[src/sle_pkg.sv]
`timescale 1ns / 1ps
`default_nettype none

package sle_pkg;

    localparam int OAM_BYTES = 256;
    localparam int OAM_AW    = 8;

    localparam int DEF_SPRITE_ENTRIES = 64;
    localparam int DEF_MAX_PER_LINE   = 8;
    localparam int DEF_VISIBLE_LINES  = 240;

    localparam logic REQ_WRITE = 1'b0;
    localparam logic REQ_EVAL  = 1'b1;

    localparam logic [0:0] CFG_SIZE16     = 1'b0;
    localparam logic [0:0] CFG_TABLE_HIGH = 1'b1;

    typedef struct packed {
        logic       req_type;
        logic [7:0] oam_index;
        logic [7:0] oam_data;
        logic [7:0] target_line;
    } t_in_req;

    typedef struct packed {
        logic [2:0]  slot;
        logic        found;
        logic [12:0] pattern_addr;
        logic [7:0]  attributes;
        logic [7:0]  x_position;
        logic        is_sprite_zero;
        logic        overflow;
        logic        last;
    } t_out_res;

endpackage

`default_nettype wire

[src/sle_oam.sv]
`timescale 1ns / 1ps
`default_nettype none

module sle_oam
    import sle_pkg::*;
(
    input  wire logic              i_clk,
    input  wire logic              i_rst_n,
    input  wire logic              i_we,
    input  wire logic [OAM_AW-1:0] i_waddr,
    input  wire logic [7:0]        i_wdata,
    input  wire logic [OAM_AW-1:0] i_raddr,
    output logic      [7:0]        o_rdata
);

    logic [7:0]           r_mem [OAM_BYTES];
    logic [OAM_BYTES-1:0] r_valid;
    logic [7:0]           r_rdata;

    // unwritten bytes read as zero
    always_ff @(posedge i_clk) begin
        if (!i_rst_n) begin
            r_valid <= '0;
        end else if (i_we) begin
            r_valid[i_waddr] <= 1'b1;
        end
    end

    always_ff @(posedge i_clk) begin
        if (i_we) begin
            r_mem[i_waddr] <= i_wdata;
        end
        r_rdata <= r_valid[i_raddr] ? r_mem[i_raddr] : 8'd0;
    end

    assign o_rdata = r_rdata;

endmodule

`default_nettype wire

[src/sprite_line_evaluator.sv]
// Sprite line evaluator.
// Input channel (i_in_valid / o_in_ready, payload i_in): a write request stores
// one sprite memory byte; an evaluate request scans the sprite entries for the
// target line and reads the further bytes of each kept sprite, all through the
// single memory read port, which fetches one byte per cycle. o_in_ready is low
// until the last result of an evaluation is loaded into the output register.
// Output channel (o_out_valid / i_out_ready, payload o_out): one result per kept
// sprite, one per cycle while the receiver is ready, the final one marked last; an evaluation with no
// sprite gives one empty result with last set. A stalled receiver holds the
// output register and the result sequencer waits; a new request can be taken
// while the final result still waits.
// Configuration (i_cfg_valid / o_cfg_ready, i_cfg_index, i_cfg_data): always
// ready; write only while no request is in progress.
// Reset (i_rst_n low, synchronous) clears the sequencer, the output valid,
// the configuration and the sprite memory contents (to zero).
`timescale 1ns / 1ps
`default_nettype none

module sprite_line_evaluator
    import sle_pkg::*;
#(
    parameter int SPRITE_ENTRIES = DEF_SPRITE_ENTRIES,
    parameter int MAX_PER_LINE   = DEF_MAX_PER_LINE,
    parameter int VISIBLE_LINES  = DEF_VISIBLE_LINES
) (
    input  wire logic       i_clk,
    input  wire logic       i_rst_n,
    input  wire logic       i_in_valid,
    output logic            o_in_ready,
    input  wire t_in_req    i_in,
    output logic            o_out_valid,
    input  wire logic       i_out_ready,
    output t_out_res        o_out,
    input  wire logic       i_cfg_valid,
    output logic            o_cfg_ready,
    input  wire logic [0:0] i_cfg_index,
    input  wire logic       i_cfg_data
);

    localparam int NW = $clog2(SPRITE_ENTRIES + 1);
    localparam int CW = $clog2(MAX_PER_LINE + 1);
    localparam int BW = (MAX_PER_LINE > 1) ? $clog2(MAX_PER_LINE) : 1;

    typedef enum logic [2:0] {
        S_IDLE,
        S_SCAN,
        S_TILE,
        S_ATTR,
        S_XPOS,
        S_STORE,
        S_EMIT
    } t_state;

    typedef struct packed {
        logic [12:0] pattern_addr;
        logic [7:0]  attributes;
        logic [7:0]  x_position;
        logic        is_sprite_zero;
    } t_kept;

    function automatic logic [OAM_AW-1:0] f_byte_addr(logic [NW-1:0] n, logic [1:0] off);
        logic [NW+9:0] full;
        full = {8'd0, n, 2'b00};
        return {full[OAM_AW-1:2], off};
    endfunction

    function automatic logic [12:0] f_pattern(logic [7:0] tile, logic [7:0] attr,
                                              logic [3:0] row_in, logic size16,
                                              logic thigh);
        logic [3:0] row;
        row = row_in;
        if (attr[7]) begin
            row = size16 ? ~row_in : {1'b0, ~row_in[2:0]};
        end
        if (size16) begin
            return {tile[0], tile[7:1], row[3], 1'b0, row[2:0]};
        end
        return {thigh, tile, 1'b0, row[2:0]};
    endfunction

    t_state          r_state, n_state;
    logic            r_size16, n_size16;
    logic            r_thigh, n_thigh;
    logic [7:0]      r_line, n_line;
    logic [NW-1:0]   r_n, n_n;
    logic            r_pend, n_pend;
    logic [NW-1:0]   r_pend_n, n_pend_n;
    logic [NW-1:0]   r_ent, n_ent;
    logic [3:0]      r_row, n_row;
    logic [7:0]      r_tile, n_tile;
    logic [7:0]      r_attr, n_attr;
    logic [CW-1:0]   r_cnt, n_cnt;
    logic [CW-1:0]   r_e, n_e;
    logic            r_over, n_over;
    logic            r_out_valid, n_out_valid;
    t_out_res        r_out, n_out;
    t_kept           r_buf [MAX_PER_LINE];

    logic            buf_we;
    t_kept           buf_wdata;
    logic            mem_we;
    logic [OAM_AW-1:0] rd_addr;
    logic [7:0]      rd_data;
    logic            in_acc;
    logic            out_free;
    logic [8:0]      diff;
    logic            hit;
    logic [4:0]      height;
    logic            is_last;
    logic [CW+2:0]   slot_ext;
    t_kept           emit_ent;

    sle_oam u_oam (
        .i_clk   (i_clk),
        .i_rst_n (i_rst_n),
        .i_we    (mem_we),
        .i_waddr (i_in.oam_index),
        .i_wdata (i_in.oam_data),
        .i_raddr (rd_addr),
        .o_rdata (rd_data)
    );

    assign o_in_ready  = (r_state == S_IDLE);
    assign o_cfg_ready = 1'b1;
    assign o_out_valid = r_out_valid;
    assign o_out       = r_out;

    assign in_acc   = i_in_valid && o_in_ready;
    assign mem_we   = in_acc && (i_in.req_type == REQ_WRITE);
    assign out_free = !r_out_valid || i_out_ready;
    assign height   = r_size16 ? 5'd16 : 5'd8;
    assign diff     = {1'b0, r_line} - {1'b0, rd_data};
    assign hit      = !diff[8] && ({1'b0, diff[7:0]} < {4'd0, height});
    assign is_last  = (r_e == r_cnt - CW'(1));
    assign slot_ext = {3'd0, r_e};
    assign emit_ent = r_buf[r_e[BW-1:0]];

    always_comb begin
        unique case (r_state)
            S_TILE:  rd_addr = f_byte_addr(r_ent, 2'd1);
            S_ATTR:  rd_addr = f_byte_addr(r_ent, 2'd2);
            S_XPOS:  rd_addr = f_byte_addr(r_ent, 2'd3);
            default: rd_addr = f_byte_addr(r_n, 2'd0);
        endcase
    end

    always_comb begin
        n_state     = r_state;
        n_size16    = r_size16;
        n_thigh     = r_thigh;
        n_line      = r_line;
        n_n         = r_n;
        n_pend      = r_pend;
        n_pend_n    = r_pend_n;
        n_ent       = r_ent;
        n_row       = r_row;
        n_tile      = r_tile;
        n_attr      = r_attr;
        n_cnt       = r_cnt;
        n_e         = r_e;
        n_over      = r_over;
        n_out_valid = r_out_valid && !i_out_ready;
        n_out       = r_out;
        buf_we      = 1'b0;
        buf_wdata   = '{pattern_addr: f_pattern(r_tile, r_attr, r_row, r_size16, r_thigh),
                        attributes: r_attr, x_position: rd_data,
                        is_sprite_zero: (r_ent == '0)};

        if (i_cfg_valid) begin
            unique case (i_cfg_index)
                CFG_SIZE16:     n_size16 = i_cfg_data;
                CFG_TABLE_HIGH: n_thigh  = i_cfg_data;
            endcase
        end

        unique case (r_state)
            S_IDLE: begin
                if (in_acc && (i_in.req_type == REQ_EVAL)) begin
                    n_line = i_in.target_line;
                    n_n    = '0;
                    n_pend = 1'b0;
                    n_cnt  = '0;
                    n_e    = '0;
                    n_over = 1'b0;
                    if (i_in.target_line >= 8'(VISIBLE_LINES)) begin
                        n_state = S_EMIT;
                    end else begin
                        n_state = S_SCAN;
                    end
                end
            end
            S_SCAN: begin
                if (r_pend && hit) begin
                    n_pend = 1'b0;
                    if (r_cnt == CW'(MAX_PER_LINE)) begin
                        n_over  = 1'b1;
                        n_state = S_EMIT;
                    end else begin
                        n_ent   = r_pend_n;
                        n_row   = diff[3:0];
                        n_state = S_TILE;
                    end
                end else if (r_n < NW'(SPRITE_ENTRIES)) begin
                    n_pend   = 1'b1;
                    n_pend_n = r_n;
                    n_n      = r_n + NW'(1);
                end else if (!r_pend) begin
                    n_state = S_EMIT;
                end else begin
                    n_pend = 1'b0;
                end
            end
            S_TILE: begin
                n_state = S_ATTR;
            end
            S_ATTR: begin
                n_tile  = rd_data;
                n_state = S_XPOS;
            end
            S_XPOS: begin
                n_attr  = rd_data;
                n_state = S_STORE;
            end
            S_STORE: begin
                buf_we  = 1'b1;
                n_cnt   = r_cnt + CW'(1);
                n_n     = r_ent + NW'(1);
                n_state = S_SCAN;
            end
            S_EMIT: begin
                if (out_free) begin
                    n_out_valid = 1'b1;
                    if (r_cnt == '0) begin
                        n_out      = '0;
                        n_out.last = 1'b1;
                        n_state    = S_IDLE;
                    end else begin
                        n_out.slot           = slot_ext[2:0];
                        n_out.found          = 1'b1;
                        n_out.pattern_addr   = emit_ent.pattern_addr;
                        n_out.attributes     = emit_ent.attributes;
                        n_out.x_position     = emit_ent.x_position;
                        n_out.is_sprite_zero = emit_ent.is_sprite_zero;
                        n_out.overflow       = r_over;
                        n_out.last           = is_last;
                        n_e                  = r_e + CW'(1);
                        if (is_last) begin
                            n_state = S_IDLE;
                        end
                    end
                end
            end
            default: begin
                n_state = S_IDLE;
            end
        endcase
    end

    always_ff @(posedge i_clk) begin
        if (!i_rst_n) begin
            r_state     <= S_IDLE;
            r_size16    <= 1'b0;
            r_thigh     <= 1'b0;
            r_n         <= '0;
            r_pend      <= 1'b0;
            r_cnt       <= '0;
            r_e         <= '0;
            r_over      <= 1'b0;
            r_out_valid <= 1'b0;
        end else begin
            r_state     <= n_state;
            r_size16    <= n_size16;
            r_thigh     <= n_thigh;
            r_n         <= n_n;
            r_pend      <= n_pend;
            r_cnt       <= n_cnt;
            r_e         <= n_e;
            r_over      <= n_over;
            r_out_valid <= n_out_valid;
        end
        r_line   <= n_line;
        r_pend_n <= n_pend_n;
        r_ent    <= n_ent;
        r_row    <= n_row;
        r_tile   <= n_tile;
        r_attr   <= n_attr;
        r_out    <= n_out;
        if (buf_we) begin
            r_buf[r_cnt[BW-1:0]] <= buf_wdata;
        end
    end

endmodule

`default_nettype wire

[config.mk]
export PLATFORM = sky130hd
export DESIGN_NAME = sprite_line_evaluator
export DESIGN_NICKNAME = d
export VERILOG_FILES = /design/src/sle_pkg.sv /design/src/sle_oam.sv /design/src/sprite_line_evaluator.sv
export SDC_FILE = /design/constraint.sdc
export NUM_CORES = 2
export LEC_CHECK = 0
export ABC_AREA = 1
export ABC_CLOCK_PERIOD_IN_PS = 4600
export BUFFER_PORTS_ARGS = -buffer_cell sky130_fd_sc_hd__buf_2
export CORE_AREA = 2 2 676 678
export CTS_BUF_LIST = sky130_fd_sc_hd__clkbuf_8 sky130_fd_sc_hd__clkbuf_16
export CTS_CLUSTER_DIAMETER = 50
export DETAILED_ROUTE_END_ITERATION = 10
export DIE_AREA = 0 0 678 680
export PLACE_DENSITY = 0.37
export SYNTH_ARGS = -nofsm -noshare
export SYNTH_HDL_FRONTEND = slang
export SYNTH_SLANG_ARGS = --single-unit
[constraint.sdc]
create_clock -name i_clk -period 4.6 [get_ports i_clk]
set_input_delay 0.46 -clock i_clk [delete_from_list [all_inputs] [get_ports i_clk]]
set_output_delay 0.46 -clock i_clk [all_outputs]
set_load 0.02 [all_outputs]
After elaboration in Yosys (flattened, before gate mapping)
Memory sizes are Yosys's and may differ from the RTL's. A register that Yosys moved wholly into a read port is not among the register bits.
Cells that the tools add are included.
Widths: inputs -> output; s select.
{"block": "word_totals", "register_bits": 357, "mem_bits_rw": 2288, "input_bits": 32, "elab_cells": 141, "memories": 2}
{"memory": "u_oam.r_mem", "depth": 256, "word_bits": 8, "rd": 1, "rd_ports_with_merged_regs": 1, "wr": 1, "line_no": "sle_oam.sv:16", "text": "logic [7:0] r_mem [OAM_BYTES];"}
{"memory": "r_buf", "depth": 8, "word_bits": 30, "rd": 1, "rd_ports_with_merged_regs": 1, "wr": 1, "line_no": "sprite_line_evaluator.sv:97", "text": "t_kept r_buf [MAX_PER_LINE];"}
{"block": "op_classes", "bitwise": 7, "magnitude_cmp": 6, "reduce_logical": 31, "add_sub_neg": 6, "n_eq_ne": 18, "muxes": 47}
{"op": "$or 256x256->256", "n": 1}
{"op": "$mux 3", "n": 11}
{"op": "$mux 33", "n": 1}
{"op": "$mux 13", "n": 2}
{"op": "$pmux 8 s3", "n": 1}
{"op": "$mux 7", "n": 3}
{"op": "$pmux 3 s7", "n": 1}
{"op": "$pmux 7 s3", "n": 1}
{"op": "$mux 4", "n": 5}
{"op": "$lt 8x9->1 const B", "n": 2}
{"op": "$pmux 4 s2", "n": 2}
{"op": "$mux 1", "n": 15}
{"op": "$add 7x1->7 const B", "n": 2}
{"op": "$ne 2x2->1 const B", "n": 6}
{"op": "$reduce_and 2->1", "n": 6}
{"op": "$reduce_and 4->1", "n": 3}
{"op": "$eq 3x3->1 const B", "n": 3}
{"op": "$ne 3x3->1 const B", "n": 3}
{"op": "$sub 8x8->9", "n": 1}
{"op": "$add 4x1->4 const B", "n": 2}
{"op": "$bmux 1 s8", "n": 1}
{"op": "$demux 1 s8", "n": 1}
{"op": "$ge 8x1->1 const B", "n": 1}
{"op": "$ge 8x8->1 const B", "n": 1}
{"op": "other kinds (23)", "n": 40}

Logic depth before layout (Yosys ltp)
{"block": "logic_depth", "ltp_word": 7, "mapped_depth": 20, "depth_no_buf": 17}

Hierarchy
From an unflattened synthesis, not the netlist that was laid out.
{"block": "hier_totals", "hier_cells": 9494, "area_unflattened_um2": 106794.9}
{"mod": "sle_oam", "cells_each": 8383, "seq_area_each_um2": 66784.1, "area_per_inst_um2": 93216.9, "n_inst": 1}
{"mod": "sprite_line_evaluator", "cells_each": 1111, "seq_area_each_um2": 9799.4, "area_per_inst_um2": 13578.0, "n_inst": 1}

Worst setup path after synthesis
OpenSTA, ideal clock, no wires.
{"block": "synth_timing", "path_kind": "flip-flop to flip-flop", "start": "register r_state[0]", "end": "memory r_buf[1][0] (netlist name), enable pin", "t_arrival_ps": 3267, "required_ps": 4149, "synth_period_minus_slack_ps": 3719, "path_buffers": 1, "setup_time_ps": 451, "path_stages_with_launch": 8, "path_slack_ps": 881, "cell_sequence": "dfxtp_1 inv_2 nor2_4 nand2_1 clkbuf_1 inv_1 nand2_1 nor3_1"}
{"block": "synth_between", "elab_chain_cells": 4}
{"element": "from (decl)", "line_no": "sprite_line_evaluator.sv:81", "text": "t_state r_state, n_state;"}
{"element": "from (signal assigned)", "line_no": "sprite_line_evaluator.sv:271", "text": "r_state <= n_state;"}
{"element": "$eq 3x3->1", "line_no": "sprite_line_evaluator.sv:176", "text": "unique case (r_state)"}
{"element": "$mux 1", "line_no": "sprite_line_evaluator.sv:176"}
{"element": "$mux 1", "line_no": "sprite_line_evaluator.sv:288", "text": "if (buf_we) begin"}
{"element": "$mux 1 (not written as such)", "line_no": "sprite_line_evaluator.sv:289", "text": "r_buf[r_cnt[BW-1:0]] <= buf_wdata;"}
{"element": "to (decl)", "line_no": "sprite_line_evaluator.sv:97"}
Every way passes these cells.

Worst setup path after layout
{"block": "layout_timing", "start": "register r_state[0]", "end": "register u_oam.r_rdata[5] (netlist: u_oam.o_rdata[5]), read port of u_oam.r_mem"}
{"block": "layout_between", "elab_chain_cells": 5, "word_cells_on_any_way": 7}
{"element": "$eq 3x3->1 / $eq 3x2->1 (equally long branches)", "line_no": "sprite_line_evaluator.sv:139", "text": "unique case (r_state)"}
{"element": "$pmux 8 s3 (*)", "line_no": "sprite_line_evaluator.sv:139"}
{"element": "$bmux 1 s8", "line_no": "sle_oam.sv:33", "text": "r_rdata <= r_valid[i_raddr] ? r_mem[i_raddr] : 8'd0;"}
{"element": "$mux 1 (not written as such)", "line_no": "sle_oam.sv:33"}
{"element": "$logic_not 1->1 (no line)"}
{"element": "to (decl)", "line_no": "sle_oam.sv:18", "text": "logic [7:0] r_rdata;"}
Every way passes the cells marked *; elsewhere a longest branch is shown, timed or not. The select of a mux whose other input is x is not followed.
A chain may end at the register's enable or synchronous reset.

==> results.md <==
- Result of the run: complete, no violations
- Critical setup path kind: flop to flop
- Part of the Yosys area used for sequential elements: 67.7%
- Main combinational cell family by area after synthesis: simple AND/OR/NAND/NOR gates
- Buffers added on ports: 68
- Maximum buffer depth of the clock tree: 4
- Number of nets still failing antenna checks after routing: 0
- Sum of overflow across all layers after global routing: 0
- Largest cells by area after synthesis: sky130_fd_sc_hd__edfxtp_1 63%, sky130_fd_sc_hd__nand2_1 9.1%, sky130_fd_sc_hd__nand3_1 8.9%
- Setup repair after global routing missed its margin: no
- Maximum number of pins on one net before global-route repair: ~120
- Number of warnings reported in the yosys synthesis log: 0
- Total DRC errors in the routed layout: 0
- Share of cells above drive strength 1: 9.91%
- Transition time of the tightest slew-check pin: 1.22 ns
- Width of the die: around 680 um
- Most frequent cells in the layout: 2752 x sky130_fd_sc_hd__nand2_1, 2357 x sky130_fd_sc_hd__edfxtp_1, 2004 x sky130_fd_sc_hd__nand3_1
- CP Cell Sequence: inv_6 -> nor2_4 -> inv_2 -> nand2_2 -> nand2_1 -> nand2_8 -> buf_12 -> buf_4 -> nand3_1 -> nand3_1 -> nand3_1 -> nand3_1 -> nand3_1 -> nand3_1 -> nand2_1 -> nand2_1 -> inv_1
- Class of the tightest hold or removal check: input port to flop
- Most common cell after layout, fill and taps aside: sky130_fd_sc_hd__nand2_1
- Post-route clock period utilization: roughly 88%
- # H-tree levels: 5
- Critical Path AT: 4.91 ns
- Skew-Pair Late Insertion Delay: ~0.96 ns
- Full die area: between 0.4 and 0.5 mm^2
- Post-Synth XOR/XNOR Area: less than 1%
- Number of top-level pins: 71
- Via count of the first global-routing pass: ~78000
- Number of setup buffers added after CTS: 0
- Fraction of synthesized cell area taken by the top area cell type: around 63%
- First-pass GRT wire length: approximately 570000 um
- Power density over the cells: 643 mW/mm^2
- Final hold violation count: 0
- Number of antenna violations at the first check in global routing: 33
- Mux contribution to synthesized area: 0%
- Synthesized net count: about 11000
- GRT Util Overall: between 10% and 20%
- Critical Path Source Type: flop
- Adder-cell area share of the yosys netlist: 0.162%
- Clock-pin transition on the worst setup and hold timing paths: roughly 0.060 ns
- Worst slew margin relative to its limit: between 15 and 20%
- Fraction of the mapped netlist area in simple logic gates: around 20%
- Library cell with the largest summed area after synthesis: sky130_fd_sc_hd__edfxtp_1
- Mean post-synth cell area: between 10 and 15 um^2
- Max VDD drop: roughly 560 uV
- Root buffer selected by CTS: sky130_fd_sc_hd__clkbuf_16
- Post-synthesis register bit count: ~2600
- Avg Vias per Cell: 4.48
- Max Fanout on Critical Path: 40
- Slew Limit Fails: 0
- Dpl hpwl: around 240000 um
- Number of standard cells in the layout, taps in and fillers out: ~18000
- CTS tree: built
- Vias: between 70000 and 80000
- Maxcap violations: 0
- Async S/R FF share, synth: 0%
- Sinks on Clock Net: 2647
- Worst endpoint required time: 5.46 ns
- F_max: approximately 250 MHz
- Gate count after technology mapping: 11200
- Number of buffers inserted for hold repair after clock tree synthesis: 18
- Gpl congestion: roughly 0.86
- Site Rows: between 200 and 250
- Slowest cell on the critical path: sky130_fd_sc_hd__dfxtp_1
- Standby leakage power: between 50 and 60 nW
- Clock buffers created by TritonCTS: around 380
- Wire length per cell: between 20 and 25 um
- Inst Count DP: between 15000 and 20000
- Kind of cell with the highest combined delay on the critical path: simple AND/OR/NAND/NOR gates
- Final setup violation count: 0
- TritonRoute pass-1 iters: 6
- Synthesized-area fraction occupied by ao, oa, aoi and oai cells: between 2 and 3%
- Number of flops mapped to enable cells by yosys: around 2400
- Setup TNS: 0 ns
- CORE AREA: between 0.4 and 0.5 mm^2
- Post-cts gate resize count: 0
- Total Wirelength: approximately 400000 um
- Final Net Count: roughly 12000
- Violation count after the first detailed-route iteration: between 7000 and 8000
- Number of unique standard cell types used by synthesis: 39
- Buffers plus inverters on the worst setup path: 5
- Area of the mapped netlist: 0.113 mm^2
- Worst setup EP type: flop
- Crit path top cell by count: sky130_fd_sc_hd__nand3_1
- Layout-stage area growth over the synthesis result: 20.4%
- Flip-flop cell with the highest count after synthesis: sky130_fd_sc_hd__edfxtp_1
- Final min period: ~4.0 ns
- Clock Skews: just under 0.05 ns
- Slowest Stage Delay on Critical Path: 0.54 ns
- Effective utilization at floorplan: approximately a quarter
- Die height: 680 um
report_power, final:
group / internal (mW) / switching (mW)
clock network: 18.7 / 11.6
registers: 26.5 / 0.312
logic: 8.05 / 22.4
final cells by class:
cell class | instances | area (um^2)
antenna | 10 | 25.0
clock buffer | 408 | 9910
clock inverter | 293 | 3290
fill | 47200 | 318000
inverter | 1881 | 7090
multi-input combinational | 6068 | 26800
sequential | 2647 | 76600
tap | 6000 | 7510
timing repair buffer | 514 | 4920
synthesized netlist by cell type (all sizes together) (8+ instances only):
master,n
buf,341
dfxtp,290
nand3,2006
o22ai,30
clkbuf,284
ha,13
nand2,2758
a21oi,41
nand4,22
o211ai,93
edfxtp,2357
inv,1879
a31oi,29
nor3,8
o21ai,375
nor2,664
state kept, by name, summed over array words and instances (netlist names), named ones only:
register       flops
r_ent              7
r_row              4
r_n                7
o_out_valid        1
r_line             8
r_pend             1
u_oam.r_mem     2048
r_attr             8
r_over             1
r_cnt              4
r_tile             8
r_buf            232
r_state            3
r_pend_n           7
r_e                4
o_out             35
u_oam.r_valid    256
u_oam.o_rdata      8
r_thigh            1
r_size16           1
cells by family (layout without fill, tap and decap cells):
| logic type | after synthesis | after routing |
|---|---|---|
| and+or+nand+nor | 5463 | 5463 |
| DFF | 2647 | 2647 |
| buffers and inverters | 2506 | 3096 |
| AOI/OAI and AO/OA | 576 | 576 |
| adders and majority gates | 14 | 14 |
| xor gates and xnor gates | 13 | 13 |
| other | 2 | 12 |
final timing paths:
path | start | endpoint | slack [ns] | depth (start not counted)
setup reg to reg | r_state[0] | u_oam.o_rdata[5] | 0.56 | 17
setup / recovery | r_state[0] | u_oam.o_rdata[5] | 0.56 | 17
hold / removal | i_in[11] | u_oam.r_mem[157][3] | 0.06 | 1
hold reg to reg | r_pend_n[3] | r_ent[3] | 0.42 | 0
stage by stage:
| stage | hold WS, ns | worst slack [ns] | area [um^2] | util [%] | total power [mW] |
|---|---|---|---|---|---|
| finish | 0.0636 | 0.556 | 136000 | 30.0 | 87.6 |
| global placement | 0.400 | 0.521 | 123000 | 27.0 | 58.1 |
| global route | 0.0364 | 0.357 | 136000 | 30.0 | 91.6 |
| detailed placement | 0.405 | 0.541 | 123000 | 27.0 | 58.0 |
| floorplan | 0.400 | 0.881 | 113000 | - | 43.9 |
| CTS | 0.00603 | 0.508 | 136000 | 30.0 | 88.6 |
layer usage:
metal	global-route usage, %	part of all wire [%]
met1	23.8	47
met2	27.2	46
met3	2.18	4.8
met4	4.75	2.8
met5	0	0.011
No activity file was read; power rests on OpenSTA's default activity.
